--- src/rtl/cpu6502_subset_core_defines.svh ---
// Assertion macros for the cpu6502 subset core.
// No dependencies; included by files that carry assertions.
`ifndef CPU6502_SUBSET_CORE_DEFINES_SVH
`define CPU6502_SUBSET_CORE_DEFINES_SVH
`ifndef SYNTHESIS
`define C6502_ASSERT_IMP(lbl, clk, rst, a, c) \
  lbl: assert property (@(posedge clk) disable iff (rst) (a) |-> (c)) \
    else $error("c6502 assertion failed");
`define C6502_ASSERT_NXT(lbl, clk, rst, a, c) \
  lbl: assert property (@(posedge clk) disable iff (rst) (a) |=> (c)) \
    else $error("c6502 assertion failed");
`else
`define C6502_ASSERT_IMP(lbl, clk, rst, a, c)
`define C6502_ASSERT_NXT(lbl, clk, rst, a, c)
`endif
`endif

--- src/rtl/c6502_pkg.sv ---
// Shared types, constants and the opcode decode function of the cpu6502 subset core.
// No dependencies.
package c6502_pkg;

  localparam int unsigned MEM_BYTES_DEF = 65536;
  localparam logic [15:0] START_RST = 16'hFFFC;
  localparam logic [7:0]  SP_RST = 8'hFF;
  localparam logic [7:0]  STACK_PAGE = 8'h01;

  localparam int F_C = 0;
  localparam int F_Z = 1;
  localparam int F_I = 2;
  localparam int F_D = 3;
  localparam int F_RUN = 5;
  localparam int F_V = 6;
  localparam int F_N = 7;

  localparam logic CFG_START = 1'b0;
  localparam logic CFG_SP = 1'b1;

  localparam logic [2:0] GRP_AND = 3'b001;
  localparam logic [2:0] GRP_ADC = 3'b011;
  localparam logic [1:0] GRP_ALU = 2'b01;
  localparam logic [7:0] OP_JMP = 8'h4C;
  localparam logic [7:0] OP_JMPI = 8'h6C;
  localparam logic [7:0] OP_JSR = 8'h20;
  localparam logic [7:0] OP_RTS = 8'h60;
  localparam logic [7:0] OP_LDA = 8'hA9;
  localparam logic [7:0] OP_LDX = 8'hA2;
  localparam logic [7:0] OP_LDY = 8'hA0;
  localparam logic [7:0] OP_CLC = 8'h18;
  localparam logic [7:0] OP_SEC = 8'h38;
  localparam logic [7:0] OP_CLI = 8'h58;
  localparam logic [7:0] OP_SEI = 8'h78;
  localparam logic [7:0] OP_CLV = 8'hB8;
  localparam logic [7:0] OP_CLD = 8'hD8;
  localparam logic [7:0] OP_SED = 8'hF8;
  localparam logic [7:0] OP_NOP = 8'hEA;
  localparam logic [7:0] OP_BRK = 8'h00;

  typedef enum logic [1:0] {ACT_WR = 2'd0, ACT_RD = 2'd1, ACT_EXEC = 2'd2,
                            ACT_NONE = 2'd3} action_t;

  typedef enum logic [4:0] {
    K_AND, K_ADC, K_JMP, K_JMPI, K_JSR, K_RTS, K_LDA, K_LDX, K_LDY,
    K_CLC, K_SEC, K_CLI, K_SEI, K_CLV, K_CLD, K_SED, K_NOP, K_BRK, K_BAD
  } kind_t;

  typedef enum logic [2:0] {
    M_INX = 3'd0, M_ZP = 3'd1, M_IMM = 3'd2, M_ABS = 3'd3,
    M_INY = 3'd4, M_ZPX = 3'd5, M_ABY = 3'd6, M_ABX = 3'd7
  } mode_t;

  typedef enum logic [4:0] {
    S_IDLE, S_ACT, S_RDW, S_OP, S_B1, S_B2, S_ADR, S_P1, S_P2, S_P3,
    S_M, S_J1, S_J2, S_JSR2, S_R1, S_R2, S_EXEC, S_OUT
  } state_t;

  typedef enum logic [3:0] {
    A_IN, A_PC, A_PC1, A_PC2, A_ZP, A_ZP1, A_ZPX, A_ZPX1, A_W, A_W1,
    A_WX, A_WY, A_STK, A_STK1, A_STK2
  } addr_sel_t;

  typedef enum logic [1:0] {WR_IN, WR_PCH, WR_PCL} wr_sel_t;

  typedef enum logic [1:0] {PC_HOLD, PC_W, PC_RL, PC_RL1} pc_sel_t;

  typedef struct packed {
    logic      ld_in;
    logic      mem_we;
    addr_sel_t addr_sel;
    wr_sel_t   wr_sel;
    logic      ld_op;
    logic      ld_b1;
    logic      ld_wb;
    logic      ld_lo;
    logic      ld_wl;
    logic      ld_m;
    logic      ld_rd;
    logic      sp_dec;
    logic      sp_pop2;
    pc_sel_t   pc_sel;
    logic      exec;
  } cmd_t;

  typedef struct packed {
    action_t action;
    kind_t   kind;
    mode_t   mode;
    logic    stopped;
  } stat_t;

  typedef struct packed {
    logic [7:0]  acc;
    logic [7:0]  x;
    logic [7:0]  y;
    logic [7:0]  sp;
    logic [15:0] pc;
    logic [7:0]  status;
    logic        halted;
    logic        bad;
    logic [7:0]  rd;
  } res_t;

  function automatic kind_t op_kind(input logic [7:0] op);
    kind_t k;
    k = K_BAD;
    if (op[1:0] == GRP_ALU && op[7:5] == GRP_AND) k = K_AND;
    else if (op[1:0] == GRP_ALU && op[7:5] == GRP_ADC) k = K_ADC;
    else begin
      case (op)
        OP_JMP:  k = K_JMP;
        OP_JMPI: k = K_JMPI;
        OP_JSR:  k = K_JSR;
        OP_RTS:  k = K_RTS;
        OP_LDA:  k = K_LDA;
        OP_LDX:  k = K_LDX;
        OP_LDY:  k = K_LDY;
        OP_CLC:  k = K_CLC;
        OP_SEC:  k = K_SEC;
        OP_CLI:  k = K_CLI;
        OP_SEI:  k = K_SEI;
        OP_CLV:  k = K_CLV;
        OP_CLD:  k = K_CLD;
        OP_SED:  k = K_SED;
        OP_NOP:  k = K_NOP;
        OP_BRK:  k = K_BRK;
        default: k = K_BAD;
      endcase
    end
    return k;
  endfunction

endpackage

--- src/rtl/c6502_ctrl.sv ---
// Sequencer of the cpu6502 subset core: state machine issuing datapath commands.
// Depends on c6502_pkg.
module c6502_ctrl
  import c6502_pkg::*;
(
  input  logic  clk,
  input  logic  rst,
  input  logic  in_valid,
  output logic  in_ready,
  output logic  out_valid,
  input  logic  out_ready,
  input  stat_t st,
  output cmd_t  cmd
);

  state_t state, state_next;

  always_ff @(posedge clk) begin
    if (rst) state <= S_IDLE;
    else state <= state_next;
  end

  always_comb begin
    state_next = state;
    unique case (state)
      S_IDLE: if (in_valid) state_next = S_ACT;
      S_ACT: begin
        unique case (st.action)
          ACT_WR:   state_next = S_OUT;
          ACT_RD:   state_next = S_RDW;
          ACT_EXEC: state_next = st.stopped ? S_OUT : S_OP;
          default:  state_next = S_OUT;
        endcase
      end
      S_RDW: state_next = S_OUT;
      S_OP:  state_next = S_B1;
      S_B1:  state_next = S_B2;
      S_B2:  state_next = S_ADR;
      S_ADR: begin
        unique case (st.kind)
          K_AND, K_ADC: begin
            unique case (st.mode)
              M_IMM:        state_next = S_EXEC;
              M_INX, M_INY: state_next = S_P1;
              default:      state_next = S_M;
            endcase
          end
          K_JMP:   state_next = S_OUT;
          K_JMPI:  state_next = S_J1;
          K_JSR:   state_next = S_JSR2;
          K_RTS:   state_next = S_R1;
          default: state_next = S_EXEC;
        endcase
      end
      S_P1:   state_next = S_P2;
      S_P2:   state_next = S_P3;
      S_P3:   state_next = S_M;
      S_M:    state_next = S_EXEC;
      S_J1:   state_next = S_J2;
      S_J2:   state_next = S_OUT;
      S_JSR2: state_next = S_OUT;
      S_R1:   state_next = S_R2;
      S_R2:   state_next = S_OUT;
      S_EXEC: state_next = S_OUT;
      S_OUT:  if (out_ready) state_next = S_IDLE;
      default: state_next = S_IDLE;
    endcase
  end

  always_comb begin
    cmd = '0;
    in_ready = 1'b0;
    out_valid = 1'b0;
    unique case (state)
      S_IDLE: begin
        in_ready = 1'b1;
        cmd.ld_in = in_valid;
      end
      S_ACT: begin
        cmd.addr_sel = (st.action == ACT_EXEC) ? A_PC : A_IN;
        cmd.wr_sel = WR_IN;
        cmd.mem_we = (st.action == ACT_WR);
      end
      S_RDW: cmd.ld_rd = 1'b1;
      S_OP: begin
        cmd.ld_op = 1'b1;
        cmd.addr_sel = A_PC1;
      end
      S_B1: begin
        cmd.ld_b1 = 1'b1;
        cmd.addr_sel = A_PC2;
      end
      S_B2: cmd.ld_wb = 1'b1;
      S_ADR: begin
        unique case (st.kind)
          K_AND, K_ADC: begin
            unique case (st.mode)
              M_ZP, M_INY:  cmd.addr_sel = A_ZP;
              M_ZPX, M_INX: cmd.addr_sel = A_ZPX;
              M_ABX:        cmd.addr_sel = A_WX;
              M_ABY:        cmd.addr_sel = A_WY;
              default:      cmd.addr_sel = A_W;
            endcase
          end
          K_JMP:  cmd.pc_sel = PC_W;
          K_JMPI: cmd.addr_sel = A_W;
          K_JSR: begin
            cmd.addr_sel = A_STK;
            cmd.wr_sel = WR_PCH;
            cmd.mem_we = 1'b1;
            cmd.sp_dec = 1'b1;
          end
          K_RTS:   cmd.addr_sel = A_STK1;
          default: cmd.addr_sel = A_PC;
        endcase
      end
      S_P1: begin
        cmd.ld_lo = 1'b1;
        cmd.addr_sel = (st.mode == M_INX) ? A_ZPX1 : A_ZP1;
      end
      S_P2: cmd.ld_wl = 1'b1;
      S_P3: cmd.addr_sel = (st.mode == M_INX) ? A_W : A_WY;
      S_M:  cmd.ld_m = 1'b1;
      S_J1: begin
        cmd.ld_lo = 1'b1;
        cmd.addr_sel = A_W1;
      end
      S_J2: cmd.pc_sel = PC_RL;
      S_JSR2: begin
        cmd.addr_sel = A_STK;
        cmd.wr_sel = WR_PCL;
        cmd.mem_we = 1'b1;
        cmd.sp_dec = 1'b1;
        cmd.pc_sel = PC_W;
      end
      S_R1: begin
        cmd.ld_lo = 1'b1;
        cmd.addr_sel = A_STK2;
      end
      S_R2: begin
        cmd.pc_sel = PC_RL1;
        cmd.sp_pop2 = 1'b1;
      end
      S_EXEC: cmd.exec = 1'b1;
      S_OUT:  out_valid = 1'b1;
      default: cmd = '0;
    endcase
  end

endmodule

--- config.mk ---
export PLATFORM = sky130hd
export DESIGN_NAME = c6502_ctrl
export DESIGN_NICKNAME = d
export VERILOG_FILES = /design/src/rtl/cpu6502_subset_core_defines.svh /design/src/rtl/c6502_pkg.sv /design/src/rtl/c6502_ctrl.sv
export SDC_FILE = /design/constraint.sdc
export NUM_CORES = 1
export LEC_CHECK = 0
export BUFFER_PORTS_ARGS = -buffer_cell sky130_fd_sc_hd__buf_2
export CORE_ASPECT_RATIO = 1.4
export CORE_MARGIN = 3
export CORE_UTILIZATION = 45
export CTS_CLUSTER_DIAMETER = 150
export DETAILED_ROUTE_END_ITERATION = 8
export GPL_TIMING_DRIVEN = 0
export PLACE_DENSITY = 0.74
export SLEW_MARGIN = 20
export SYNTH_ARGS = -nofsm -noshare
export SYNTH_HDL_FRONTEND = slang
export SYNTH_SLANG_ARGS = --single-unit
--- constraint.sdc ---
create_clock -name clk -period 3.7 [get_ports clk]
set_clock_uncertainty 0.05 [all_clocks]
set_input_delay 0 -clock clk [delete_from_list [all_inputs] [get_ports clk]]
set_output_delay 0 -clock clk [all_outputs]
set_load 0.02 [all_outputs]
# [Word-level counts from Yosys, hierarchy flattened]
# Cells that the tools add are included.
[totals] reg_bits=5 latch_bits=0 mem_bits_rw=0 mem_bits_ro=0 in_bits=15 output_inout_bits=22 wordCells=76 mem_count=0
[classes] n_addsub=0 multipliers=0 div=0 n_lt_le_gt_ge=0 n_eq_ne=32 shift=0 mux=32 bitwise_logic=0 reduce_logical=11
[ops] operator="one-hot mux 5 bit (14 select lines)" count=1
[ops] operator="== test 5 x 4 -> 1 bit (second input constant)" count=8
[ops] operator="one-hot mux 4 bit (9 select lines)" count=1
[ops] operator="== test 5 x 3 -> 1 bit (second input constant)" count=6
[ops] operator="one-hot mux 5 bit (5 select lines)" count=1
[ops] operator="== test 5 x 2 -> 1 bit (second input constant)" count=4
[ops] operator="one-hot mux 4 bit (5 select lines)" count=1
[ops] operator="one-hot mux 5 bit (2 select lines)" count=2
[ops] operator="two-way mux 1 bit" count=16
[ops] operator="one-hot mux 4 bit (4 select lines)" count=1
[ops] operator="two-way mux 5 bit" count=3
[ops] operator="== test 3 bit (second input constant)" count=4
[ops] operator="== test 5 x 1 -> 1 bit (second input constant)" count=2
[ops] operator="== test 5 bit (second input constant)" count=2
[ops] operator="zero test 5 bit" count=2
[ops] operator="one-hot mux 2 bit (4 select lines)" count=1
[ops] operator="OR reduction 2 bit" count=4
[ops] operator="OR reduction 5 bit" count=1
[ops] operator="two-way mux 2 bit" count=2
[ops] operator="inequality test 2 bit (second input constant)" count=2
[ops] operator="one-hot mux 2 bit (2 select lines)" count=1
[ops] operator="== test 3 x 1 -> 1 bit (second input constant)" count=1
[ops] operator="== test 3 x 2 -> 1 bit (second input constant)" count=1
[ops] operator="zero test 3 bit" count=1
[ops] operator="7 further kinds" count=7

# [Longest topological paths before layout]
# Gate-level depths: netlist of the first run.
[depth] word_depth=5 ltp_mapped=6 ltp_nobuf=6

# [Worst setup path before layout of the first run]
# Ideal clock, no wire load.
[synth_path] path_type="flip-flop to output port" startpoint="register state[3]" endpoint="output port cmd[17] in the netlist's numbering" t_arrival_ns=1.782 required_ns=3.650 slack_ns=1.868 path_stages_with_launch=6 n_path_buf=3 cell_sequence="dfxtp_1 -> buf_6 -> clkbuf_1 -> buf_2 -> a21oi_1 -> o41ai_1"
[synth_lines] item="from (decl)" line_no="c6502_ctrl.sv:16" rtl="state_t state, state_next;"
[synth_lines] item="from (signal assigned)" line_no="c6502_ctrl.sv:20" rtl="else state <= state_next;"
[synth_lines] item="to (decl)" line_no="c6502_ctrl.sv:13" rtl="output cmd_t cmd"

==> flow_metrics.tcl, run 1 <==
set metrics [dict create \
    post_drt_wl_per_cell_um 14.5 \
    tns_ps 0 \
    netlist_top_cells_area "dfxtp_1 (9.7%), nor2_1 (7.6%), a21oi_1 (6.8%)" \
    pwr-share-comb_pct 60.3 \
    seq_area_frac_synth_pct 9.71 \
    design_area_um2 1260 \
    async_reset_ff_share_pct 0 \
    fill_cells 208 \
    required_ps 3650 \
    status "finished, final reports clean" \
    synth_seq_cells 5 \
    drive_above_1_share_pct 25.8 \
    start_util_pct 49.8 \
    clock-sinks 5 \
    syn_avg_cell_area_um2 6.44 \
    grt_setup_unrepaired "no" \
    grt_pass1_vias 1181 \
    grt_pass1_wl_um 5090 \
    first_iter_violations 44 \
    startpoint "state[0]" \
    hpwl_um 2600 \
    largest_reg_flops 5 \
    firstDrtPassIters 5 \
    hold_slack_ps 144 \
    period_share_pct 56.1 \
    antenna_found_initial 0 \
    drv_cap 0 \
    p_per_area_nw_per_um2 266 \
    swShare_pct 46.4 \
    achievable-frequency_mhz 481 \
    cp.arrival_ps 2030 \
    dp_cells 214 \
    area_growth_pct 22.1 \
    power.internal_uw 180 \
    use_met3_pct 0.865 \
    hp-class "in2reg" \
    vias 1349 \
    die_area_um2 2910 \
    path_clk_slew_ps 50 \
    switching_power_uw 156 \
    setup_viol 0 \
    yosysUniqueCellTypes 47 \
    grtUsageMet2_pct 40.9 \
    core_area_um2 2070 \
    p_clk_share_pct 20.1 \
    layout.nets 217 \
    synth_common_cells "nor2_1 (21), a21oi_1 (14), nand2_1 (14), clkbuf_1 (10), o21ai_0 (10)" \
    syn-cell-area_um2 1030 \
    post-cts-setup-buffer-count 0 \
    ios 37 \
    grt-busiest-layer "met2" \
    reg2reg_from "state[2]" \
    grtUsageTotal_pct 22.4 \
    top_register "state" \
    ys.flop_type "dfxtp_1" \
    cts_tree "yes" \
    grt_max_degree 11 \
    worst-setup-path-type "reg2out" \
    seq_area_um2 100 \
    insertedDiodeCount 0 \
    top_regs "state (5)" \
    yosys_warnings 0 \
    ant_nets 0 \
    synthCells 160 \
    period_needed_ps 2080 \
    drt_wl_total_um 3170 \
    die_h_um 62.6 \
    finalHoldViolations 0 \
    synth-edff-count 0 \
    multi_input_area_um2 838 \
    worstPathMaxFanout 10 \
    total_power_uw 335 \
    h-tree-depth 1 \
    drcViolationCount 0 \
    synth_top_area_share_pct 9.71 \
    maxSlewViolCount 0 \
    place_area_um2 1220 \
    synth.largest_area_cell "dfxtp_1" \
    min_from "in_valid" \
    via_per_inst 6.16 \
    tightestPinTransition_ps 533 \
    clk_path_buf_depth 2 \
    syn_nets 178 \
    fp.dieW_um 46.5 \
    clk_latency_ps 250 \
    slew_headroom_pct 63.9 \
    portBuffers 33 \
    fin_cells 219 \
    p_leak_uw 0.000546 \
    overflow 0 \
    seqPwrFrac_pct 19.6 \
    gr-usage-met1_pct 25.3 \
    rows 19 \
    crit_path_end_kind "output port" \
    numCtsBuffers 3 \
    synth.most_common_cell "nor2_1" \
    root_buffer "clkbuf_4" \
    start_kind "register" \
    peakVddDrop_mv 0.124 \
    finalWeightedCongestion 0.887 \
]
## power groups by stage
stage          Sequential, µW  Clock (µW)  Combinational (µW)
2_1_floorplan            65.3           0                 148
3_3_place_gp             66.1           0                 197
3_5_place_dp             66.7           0                 200
4_1_cts                  65.7        68.5                 201
5_1_grt                  67.4        72.0                 220
6_report                 65.7        67.2                 202
## per-layer routing
metal	wire length, µm	share of wire (%)
met5	0	0
met4	55	1.7
met3	184	5.8
met2	1700	53
met1	1240	39
## cell usage in the layout, fill, tap and decap left out, types with 4 or more instances in the layout
master,instances
buf_2,38
nor2_1,21
nand2_1,14
a21oi_1,14
clkbuf_1,11
o21ai_0,10
nand2b_1,8
nor3_1,7
nand3b_1,5
nor2b_1,5
dfxtp_1,5
inv_1,4
or2_2,4
## repair_timing
item	in CTS	in global routing
hold buffers	1	0
hold endpoints to repair	2	0
gates resized for setup	0	0
## worst max-delay path, cell delays in order (launching register included)
cell and delay (ps):
dfxtp_1 310, clkbuf_1 310, clkbuf_1 400, nand2_1 210, o21ai_0 130, a21oi_1 80
o22ai_1 140, buf_2 190
## through the flow
stage / utilization [%] / setup WS, ps
3_3_place_gp: 59.1 / 1940
4_1_cts: 60.9 / 1660
6_report: 60.9 / 1620
3_5_place_dp: 59.1 / 1890
2_1_floorplan: - / 1870
5_1_grt: 60.9 / 1490
## cell type report
class	instances	share of cell area, %
clock buffers	4	2.09
well taps	21	2.09
multi-input cells	134	66.6
repair buffers	34	13.9
flip-flops and latches	5	7.95
plain buffers	17	6.16
inverters	4	1.19
## final timing paths
kind / to / slack, ps / cells after the start
min reg2reg: state[0] / 680 / 4
max: cmd[14] / 1620 / 7
max reg2reg: state[3] / 1870 / 6
min: state[0] / 140 / 3
## cells by family (layout without fill, tap and decap cells)
family,after synthesis,after routing,synth area share (%)
fa+ha+maj,3,3,3.64
flops,5,5,9.71
buf+inv,21,59,8.98
xor+xnor,3,3,2.55
mux,1,1,0.971
compound gates,48,48,32.2
simple gates,79,79,42.0
Note: power is estimated with default switching activity, not from simulation.
==> run 2: changes to the inputs <==
==> constraint.sdc (replaced) <==
create_clock -name clk -period 2 [get_ports clk]
set_clock_uncertainty 0.05 [all_clocks]
set_input_delay 0 -clock clk [delete_from_list [all_inputs] [get_ports clk]]
set_output_delay 0 -clock clk [all_outputs]
set_load 0.02 [all_outputs]
==> run 2 against run 1 <==
  * Die area did not move
  * Highest routed layer unchanged
  * Critical path type unchanged
  * Global-route usage is the same
  * Power is 86% higher
  * Register-to-register slack got worse by 1700 ps
==> flow_metrics.tcl, run 2 (synthesis results as in run 1) <==
set metrics [dict create \
    drive_above_1_share_pct 26.9 \
    antenna_found_initial 0 \
    final_common_cell "buf_2" \
    path_clk_slew_ps 50 \
    finalWeightedCongestion 0.887 \
    path_cells "clkbuf_2, or2_2, clkbuf_1, o21ai_0, a21oi_1, o22ai_1, buf_2" \
    worst_slack_ps 143 \
    required_ps 1950 \
    overflow 0 \
    start_kind "register" \
    top_register "state" \
    design_area_um2 1260 \
    start_util_pct 49.8 \
    seq_area_um2 100 \
    top_regs "state (5)" \
    dp_cells 214 \
    crit_path_end_kind "output port" \
    area_growth_pct 22.0 \
    ios 37 \
    grt-busiest-layer "met2" \
    cp.arrival_ps 1810 \
    ant_nets 0 \
    p_per_area_nw_per_um2 497 \
    grt_setup_unrepaired "no" \
    die_h_um 62.6 \
    portBuffers 33 \
    root_buffer "clkbuf_4" \
    drt_wl_total_um 3180 \
    grt_pass1_wl_um 5090 \
    layout.nets 216 \
    place_ws_ps 186 \
    max_stage_delay_ps 310 \
    grtUsageMet2_pct 40.5 \
    clock-sinks 5 \
    firstDrtPassIters 4 \
    place_area_um2 1220 \
    use_met3_pct 0.865 \
    achievable-frequency_mhz 539 \
    peakVddDrop_mv 0.229 \
    worst-setup-path-type "reg2out" \
    cts_tree "yes" \
    clk_path_buf_depth 2 \
    rows 19 \
    core_area_um2 2070 \
    via_per_inst 6.21 \
    period_share_pct 92.8 \
    die_area_um2 2910 \
    layout_common_cells "buf_2 (38), nor2_1 (21), nand2_1 (14), a21oi_1 (14), o21ai_0 (10)" \
    numCtsBuffers 3 \
    status "finished, final reports clean" \
    first_iter_violations 57 \
    grt_max_degree 20 \
    p_leak_uw 0.000551 \
    multi_input_area_um2 838 \
    period_needed_ps 1860 \
    hpwl_um 2600 \
    grt_pass1_vias 1176 \
    fill_cells 206 \
    setup_viol 0 \
    slew_headroom_pct 64.7 \
    maxSlewViolCount 0 \
    largest_reg_flops 5 \
    clk_latency_ps 250 \
    tns_ps 0 \
    total_power_uw 624 \
    vias 1353 \
    worstPathMaxFanout 10 \
    grtUsageTotal_pct 22.4 \
    drcViolationCount 0 \
    tightestPinTransition_ps 521 \
    drv_cap 0 \
    finalHoldViolations 0 \
    gr-usage-met1_pct 25.6 \
    insertedDiodeCount 0 \
    h-tree-depth 1 \
    crit_slowest_cell "or2_2" \
    post_drt_wl_per_cell_um 14.6 \
    fin_cells 218 \
    hp-class "in2reg" \
    fp.dieW_um 46.5 \
]
## run 2: cell count changes in the layout (fill, tap and decap cells not counted)
| cell | change |
|---|---|
| clkbuf_1 | -3 |
| clkbuf_2 | +2 |
## run 2: worst max-delay path, delay by kind of cell, from the launching register on
family | cells | cell delay, ps
buffers and inverters | 3 | 530
AOI/OAI and AO/OA | 3 | 410
DFF | 1 | 300
and+or+nand+nor | 1 | 310
## run 2: power breakdown
part	switching, µW	internal, µW
clock network	49.2	75.9
registers	7.84	114
logic	232	146
## run 2: per-layer routing
metal  up-vias  wire length, µm  part of all wire (%)
met2        70             1720                    54
met3         5              237                   7.5
met1       623             1170                    37
met4         0               52                   1.6
met5         -                0                     0
li1        655                -                     -
## run 2: final timing paths
kind	start	slack, ps	endpoint	depth (start not counted)
hold / removal	in_valid	140	state[0]	3
setup reg to reg	state[2]	180	state[3]	6
hold reg to reg	state[2]	690	state[0]	4
setup / recovery	state[0]	140	cmd[14]	7
## run 2: metrics by stage
| step | util [%] | hold WS [ps] |
|---|---|---|
| after floorplan | - | 18.9 |
| after global placement | 59.1 | 237 |
| final | 60.8 | 143 |
| after CTS | 60.7 | 150 |
| after global routing | 60.8 | 166 |
| after detailed placement | 59.1 | 256 |
## run 2: area by class of cell
type | count | share of cell area, %
repair buffers | 34 | 13.9
clock buffers | 4 | 2.09
multi-input cells | 134 | 66.7
plain buffers | 16 | 6.07
flip-flops and latches | 5 | 7.96
inverters | 4 | 1.19
well taps | 21 | 2.09
## run 2: timing repair
item	CTS	global route
endpoints found under the setup margin	3	2
pin swaps	0	0
hold buffers	1	0
resized for setup	1	2
buffers inserted	0	0
hold endpoints to repair	2	0
